--- src/sv/spq_pkg.sv ---
// Package for the sorted priority queue: operation codes, status codes, cell control.
`timescale 1ns / 1ps
`default_nettype none
package spq_pkg;

   typedef enum logic [1:0] {
      OP_INSERT = 2'd0,
      OP_PEEK   = 2'd1,
      OP_POP    = 2'd2,
      OP_CLEAR  = 2'd3
   } op_type;

   typedef enum logic [1:0] {
      ST_OK    = 2'd0,
      ST_EMPTY = 2'd1,
      ST_FULL  = 2'd2
   } status_type;

   localparam int HEAD_W  = 32;
   localparam int COUNT_W = 5;

   // shift commands broadcast to every cell
   typedef struct packed {
      logic ins;
      logic pop;
   } spq_ctrl_type;

endpackage
`default_nettype wire

--- src/sv/spq_cell.sv ---
// One queue cell: holds one value and shifts left or right with its neighbors.
`timescale 1ns / 1ps
`default_nettype none
module spq_cell import spq_pkg::*; #(
   parameter int VALUE_WIDTH = 32
) (
   input  wire logic                          clock,
   input  wire spq_ctrl_type                  ctrl,
   input  wire logic                          occupied,
   input  wire logic signed [VALUE_WIDTH-1:0] new_value,
   input  wire logic signed [VALUE_WIDTH-1:0] left_value,
   input  wire logic signed [VALUE_WIDTH-1:0] right_value,
   input  wire logic                          left_place,
   output      logic signed [VALUE_WIDTH-1:0] value,
   output      logic                          place
);

   logic signed [VALUE_WIDTH-1:0] value_ff;
   logic signed [VALUE_WIDTH-1:0] value_in;

   // new word belongs at or before this slot
   assign place = !occupied || (new_value <= value_ff);

   always_comb begin
      value_in = value_ff;
      if (ctrl.ins) begin
         if (left_place) begin
            value_in = left_value;
         end else if (place) begin
            value_in = new_value;
         end
      end else if (ctrl.pop) begin
         value_in = right_value;
      end
   end

   always_ff @(posedge clock) begin
      value_ff <= value_in;
   end

   assign value = value_ff;

endmodule
`default_nettype wire

--- src/sv/sorted_priority_queue.sv ---
// Top level of the sorted minimum priority queue built as a row of shifting cells.
// A word accepted at a clock edge has its registered result on the rsp_ ports after that edge.
// Throughput: one word per cycle while no result waits on rsp_stall; every cell compares and shifts in the same cycle.
// A result waiting on rsp_stall holds req_stall high until it is taken.
// Reset (synchronous, active high) empties the queue and drops any pending result.
// Cell contents are not reset; only slots below the count ever reach a result.
`timescale 1ns / 1ps
`default_nettype none
module sorted_priority_queue import spq_pkg::*; #(
   parameter int DEPTH       = 16,
   parameter int VALUE_WIDTH = 32
) (
   input  wire logic                clock,
   input  wire logic                reset,
   input  wire logic                req_valid,
   output      logic                req_stall,
   input  wire logic [1:0]          req_op,
   input  wire logic signed [31:0]  req_value,
   output      logic                rsp_valid,
   input  wire logic                rsp_stall,
   output      logic signed [HEAD_W-1:0] rsp_head_value,
   output      logic                rsp_is_empty,
   output      logic [1:0]          rsp_status,
   output      logic [COUNT_W-1:0]  rsp_count
);

   localparam int CW = $clog2(DEPTH + 1);

   // control state
   logic [CW-1:0] count_ff, count_in;
   logic          rsp_valid_ff, rsp_valid_in;

   // result word register
   logic signed [HEAD_W-1:0] head_ff, head_in;
   logic                     empty_ff, empty_in;
   status_type               status_ff, status_in;
   logic [COUNT_W-1:0]       rcount_ff, rcount_in;

   logic                          accept;
   op_type                        op;
   logic signed [VALUE_WIDTH-1:0] new_value;
   logic                          is_full, is_none;
   logic                          ins_go, pop_go;
   spq_ctrl_type                  ctrl;
   logic [VALUE_WIDTH-1:0]        head_vw;

   logic signed [VALUE_WIDTH-1:0] cell_val [DEPTH];
   logic                          cell_place [DEPTH];

   // Input side stalls only while a finished result sits unclaimed.
   assign req_stall = rsp_valid_ff && rsp_stall;
   assign accept    = req_valid && !req_stall;
   assign op        = op_type'(req_op);

   // sign-extend or truncate to the stored width
   assign new_value = VALUE_WIDTH'(req_value);

   assign is_full = (count_ff == CW'(DEPTH));
   assign is_none = (count_ff == '0);

   assign ins_go = accept && (op == OP_INSERT) && !is_full;
   assign pop_go = accept && (op == OP_POP) && !is_none;

   assign ctrl.ins = ins_go;
   assign ctrl.pop = pop_go;

   // The row of cells. Cell 0 is the head. On insert every slot at or past
   // the insertion point moves one step right; on pop everything moves left.
   for (genvar i = 0; i < DEPTH; i++) begin : g_cell
      logic signed [VALUE_WIDTH-1:0] left_v, right_v;
      logic                          left_p;
      logic                          occ;

      if (i == 0) begin : g_first
         assign left_v = new_value;
         assign left_p = 1'b0;
      end else begin : g_mid
         assign left_v = cell_val[i-1];
         assign left_p = cell_place[i-1];
      end

      if (i == DEPTH - 1) begin : g_last
         assign right_v = cell_val[i];
      end else begin : g_notlast
         assign right_v = cell_val[i+1];
      end

      assign occ = (CW'(i) < count_ff);

      spq_cell #(
         .VALUE_WIDTH(VALUE_WIDTH)
      ) u_cell (
         .clock      (clock),
         .ctrl       (ctrl),
         .occupied   (occ),
         .new_value  (new_value),
         .left_value (left_v),
         .right_value(right_v),
         .left_place (left_p),
         .value      (cell_val[i]),
         .place      (cell_place[i])
      );
   end

   // next count, head and status as they stand after this word
   always_comb begin
      count_in  = count_ff;
      status_in = ST_OK;
      head_vw   = cell_val[0];
      case (op)
         OP_INSERT: begin
            if (is_full) begin
               status_in = ST_FULL;
            end else begin
               count_in = count_ff + CW'(1);
               if (cell_place[0]) begin
                  head_vw = new_value;
               end
            end
         end
         OP_PEEK: begin
            if (is_none) begin
               status_in = ST_EMPTY;
            end
         end
         OP_POP: begin
            if (is_none) begin
               status_in = ST_EMPTY;
            end else begin
               count_in = count_ff - CW'(1);
               head_vw  = cell_val[1];
            end
         end
         default: begin
            count_in = '0;
         end
      endcase
      if (!accept) begin
         count_in = count_ff;
      end
   end

   assign empty_in  = (count_in == '0);
   // stored bits, zero-extended or cut to the head field
   assign head_in   = empty_in ? '0 : HEAD_W'(head_vw);
   assign rcount_in = COUNT_W'(count_in);

   always_comb begin
      rsp_valid_in = rsp_valid_ff;
      if (accept) begin
         rsp_valid_in = 1'b1;
      end else if (!rsp_stall) begin
         rsp_valid_in = 1'b0;
      end
   end

   always_ff @(posedge clock) begin
      if (reset) begin
         count_ff     <= '0;
         rsp_valid_ff <= 1'b0;
      end else begin
         count_ff     <= count_in;
         rsp_valid_ff <= rsp_valid_in;
      end
   end

   always_ff @(posedge clock) begin
      if (accept) begin
         head_ff   <= head_in;
         empty_ff  <= empty_in;
         status_ff <= status_in;
         rcount_ff <= rcount_in;
      end
   end

   assign rsp_valid      = rsp_valid_ff;
   assign rsp_head_value = head_ff;
   assign rsp_is_empty   = empty_ff;
   assign rsp_status     = status_ff;
   assign rsp_count      = rcount_ff;

endmodule
`default_nettype wire

--- config.mk ---
export PLATFORM = sky130hd
export DESIGN_NAME = sorted_priority_queue
export DESIGN_NICKNAME = d
export VERILOG_FILES = /design/src/sv/spq_pkg.sv /design/src/sv/spq_cell.sv /design/src/sv/sorted_priority_queue.sv
export SDC_FILE = /design/constraint.sdc
export NUM_CORES = 2
export LEC_CHECK = 0
export BUFFER_PORTS_ARGS = -buffer_cell sky130_fd_sc_hd__buf_2
export CELL_PAD_IN_SITES_DETAIL_PLACEMENT = 0
export CELL_PAD_IN_SITES_GLOBAL_PLACEMENT = 1
export CORE_MARGIN = 1
export CORE_UTILIZATION = 35
export DETAILED_ROUTE_END_ITERATION = 10
export GPL_TIMING_DRIVEN = 0
export PLACE_DENSITY_LB_ADDON = 0.1
export SYNTH_ARGS = -nofsm -noshare
export SYNTH_HDL_FRONTEND = slang
export SYNTH_SLANG_ARGS = --single-unit
--- constraint.sdc ---
create_clock -name clock -period 4.57 [get_ports clock]
set_input_delay 0.2285 -clock clock [delete_from_list [all_inputs] [get_ports clock]]
set_output_delay 0.2285 -clock clock [all_outputs]
set_load 0.05 [all_outputs]
==> tab_implementation.tex <==
\begin{tabular}{lr}
\hline
Metric & Value \\
\hline
\multicolumn{2}{l}{\textbf{Placed design}} \\
\quad Placed wire-length estimate & 127 mm \\
\quad Post-placement cell area & 0.0439 mm\^{}2 \\
\quad Routability cong. & 0.892 \\
\quad Number of buffer cells added on primary ports & 79 \\
\multicolumn{2}{l}{\textbf{Critical path}} \\
\quad Critical Path Source Type & flip-flop \\
\quad WP data arrival & 4.82 ns \\
\quad Data required time at the worst endpoint & 4.92 ns \\
\quad R2R depth & 11 \\
\quad Worst setup path category & flip-flop to flip-flop \\
\quad Element type at the critical path end & flip-flop \\
\quad Peak fanout along the critical path & 23 \\
\quad R2R setup slack & 0.1 ns \\
\multicolumn{2}{l}{\textbf{GRT}} \\
\quad Maximum number of pins on one net before global-route repair & 50 \\
\quad Initial antenna violation count & 0 \\
\quad GRT Util Overall & 25.9\% \\
\quad Remaining global-route overflow & 0 \\
\quad Via count of the first global-routing pass & 34500 \\
\quad Wire length of the first global-routing pass & 225 mm \\
\multicolumn{2}{l}{\textbf{Run status}} \\
\quad Result of the run & completed \\
\multicolumn{2}{l}{\textbf{Timing}} \\
\quad Relative slew margins & 9.48\% \\
\quad Shortest clock period the worst path allows after layout & 4.47 ns \\
\quad Number of hold violations in the final report & 0 \\
\quad Maximum operating frequency & 0.223 GHz \\
\quad Fraction of the cycle the final worst path needs & 97.9\% \\
\quad Post-Route Skew & 0.0192 ns \\
\quad Number of pins with negative max-slew slack in the final report & 0 \\
\quad Setup violators final & 0 \\
\quad Setup repair after global routing missed its margin & no \\
\quad Actual transition at the worst max-transition pin & 1.36 ns \\
\multicolumn{2}{l}{\textbf{Floorplan}} \\
\quad DIE AREA & 0.119 mm\^{}2 \\
\quad Core footprint & 0.116 mm\^{}2 \\
\quad Height of the die & 345 um \\
\quad Chip Width & 345 um \\
\quad Boundary pin count & 80 \\
\quad Number of cell rows & 125 \\
\quad Starting density of the core & 35.3\% \\
\multicolumn{2}{l}{\textbf{Synthesis}} \\
\quad Sequential-to-total area share from yosys stat & 40.6\% \\
\quad Synth warnings & 0 \\
\quad Synth cell types & 75 \\
\quad Fraction of post-synthesis cell area in the top cell type by area & 40.3\% \\
\quad Synth area leader & edfxtp\_1 \\
\quad Mean instance size in the synthesized netlist & 9.62 um\^{}2 \\
\quad Post-synthesis async set-or-reset flop share & 0\% \\
\quad Flops \& latches, synth & 558 \\
\quad Post-Syn Instances & 4277 \\
\quad Synth top area cells & edfxtp\_1, ha\_1, mux2i\_1, inv\_1, a21oi\_1 \\
\quad Main synth FF type & edfxtp\_1 \\
\quad Post-Synthesis Cell Area & 0.0411 mm\^{}2 \\
\quad Post-Syn Nets & 4834 \\
\quad Number of enable-type register cells in the synthesized netlist & 552 \\
\multicolumn{2}{l}{\textbf{Layout}} \\
\quad Net count reported at finish & 5016 \\
\quad Fin util & 40.0\% \\
\quad Area overhead of the layout relative to synthesis & 13.2\% \\
\quad Commonest cells after routing, fill and taps aside & edfxtp\_1, inv\_1, ha\_1 \\
\quad Share of layout cells above drive strength 1 & 7.99\% \\
\quad Most common cell after layout, fill and taps aside & edfxtp\_1 \\
\quad Design Area, Final & 0.0465 mm\^{}2 \\
\quad Number of diodes added for antenna fixing & 0 \\
\multicolumn{2}{l}{\textbf{Clocking}} \\
\quad H-tree depth reported by CTS & 3 \\
\quad Buffers from clock root to sink, at most & 3 \\
\quad Clock net sink count & 558 \\
\quad Number of CTS-inserted buffers & 74 \\
\quad Clock transition at path regs & 0.06 ns \\
\quad Insertion delay of the later-clocked pin in the worst-skew pair & 0.66 ns \\
\quad CTS tree & yes \\
\quad Root buf cell & clkbuf\_16 \\
\multicolumn{2}{l}{\textbf{Pwr}} \\
\quad Leakage power summed over all cells & 0.0188 uW \\
\quad Pwr per Cell Area & 303 mW/mm\^{}2 \\
\quad Worst vdd ir & 0.286 mV \\
\multicolumn{2}{l}{\textbf{Detailed routing}} \\
\quad Number of search-and-repair iterations in the first detailed-routing pass & 5 \\
\quad Wire length reported by the detailed router & 155 mm \\
\quad Detailed-route via count & 34000 \\
\quad Detailed-route vias per instance & 5.63 \\
\quad Detailed-route DRC error count & 0 \\
\quad Average wire per cell in the routed design & 25.6 um \\
\quad Number of nets with antenna violations after detailed routing & 0 \\
\quad Detailed Route Iter0 Violations & 2855 \\
\multicolumn{2}{l}{\textbf{Hold path}} \\
\quad Worst hold stages & 3 \\
\quad Hold Crit Class & input port to flip-flop \\
\multicolumn{2}{l}{\textbf{Run}} \\
\quad Number of max-cap violations & 0 \\
\hline
\end{tabular}
==> critical path, cell delays in order (launching register included) <==
cell      delay (ns)
dfxtp_1         0.34
clkbuf_1        0.37
inv_1           0.13
ha_1            0.23
or3b_1          0.16
clkbuf_1        0.27
o21a_2          0.51
nand2_2         0.39
clkbuf_2        0.48
clkbuf_1        0.58
a31oi_4         0.41
buf_12          0.22
==> synth_stat cells (6+ instances only) <==
cell type	n
a211o_1	10
o21ai_1	40
nor4_1	21
nand2b_1	9
clkbuf_1	159
mux2i_1	229
nor2b_1	24
a211oi_1	61
a21boi_0	31
a21oi_1	391
a221o_1	10
nor3_1	68
and4_1	26
a21boi_1	6
a31oi_1	19
nor2_1	247
buf_1	20
edfxtp_1	552
dfxtp_1	6
o31ai_1	11
buf_6	8
nand3_1	276
buf_2	57
o21a_1	52
ha_1	519
inv_1	531
mux2_2	33
a21o_1	50
a22oi_1	36
nand2_1	244
nand4_1	84
o221ai_1	161
o211ai_1	33
o21ai_0	168
==> final cells by class <==
class	count	area, um^2
plain buffers	248	1150
clock buffers	94	2030
clock inverters	39	349
fillers	11900	69800
inverters	532	2000
multi-input cells	2937	21600
flip-flops and latches	558	16700
well taps	1524	1910
repair buffers	108	833
==> metrics by stage <==
step	setup TNS (ns)	setup slack [ns]	hold WS, ns	cells	power, uW
after global routing	0	0.000144	0.305	6040	14600
after detailed placement	-679.42	-1.56	0.466	5895	8190
after CTS	0	0.000888	0.243	6038	14200
final	0	0.0957	0.294	6040	14100
after global placement	-1262.24	-3.07	0.458	5880	8140
after floorplan	0	0.0279	0.301	4277	7370
==> timing repair <==
action,4_1_cts,5_1_grt
hold endpoints to repair,7,0
gates resized for setup,18,17
endpoints found under the setup margin,872,412
pin swaps,0,0
buffers inserted,6,3
hold buffers,5,0
==> final timing paths <==
| kind | start | end |
|---|---|---|
| worst min register to register | g_cell[11].u_cell.value[21] | g_cell[10].u_cell.value[21] |
| worst max register to register | count_ff[1] | g_cell[15].u_cell.value[5] |
| worst max-delay path | count_ff[1] | g_cell[15].u_cell.value[5] |
| worst min-delay path | req_op[1] | rsp_status[0] |
==> registers in the layout, indices dropped and copies added (netlist names) <==
signal and cells:
g_cell.u_cell.value 512, rsp_head_value 32, count_ff 5, rsp_count 5
rsp_status 2, rsp_is_empty 1, rsp_valid 1
==> layer usage <==
metal  vias to the layer above  share of wire [%]  routed length, um  GRT usage [%]
li1                      16300                  -                  -              -
met1                     16500                 44              68700           34.0
met2                       958                 47              73400           44.1
met3                       203                4.8               7410           2.89
met4                         0                3.5               5370           8.79
met5                         -                  0                  0              0
==> report_power, final <==
part           internal (uW)  switching, uW
combinational            702           1430
clock                   3520           2480
sequential              5870            112
==> kinds of logic after synthesis <==
logic type | count (synthesis) | share of synthesized area (%)
mux | 264 | 6.54
simple gates | 1036 | 12.0
buf+inv | 782 | 7.59
compound gates | 1118 | 17.5
fa+ha+maj | 519 | 15.8
flops | 558 | 40.6
Note: power is estimated with default switching activity, not from simulation.
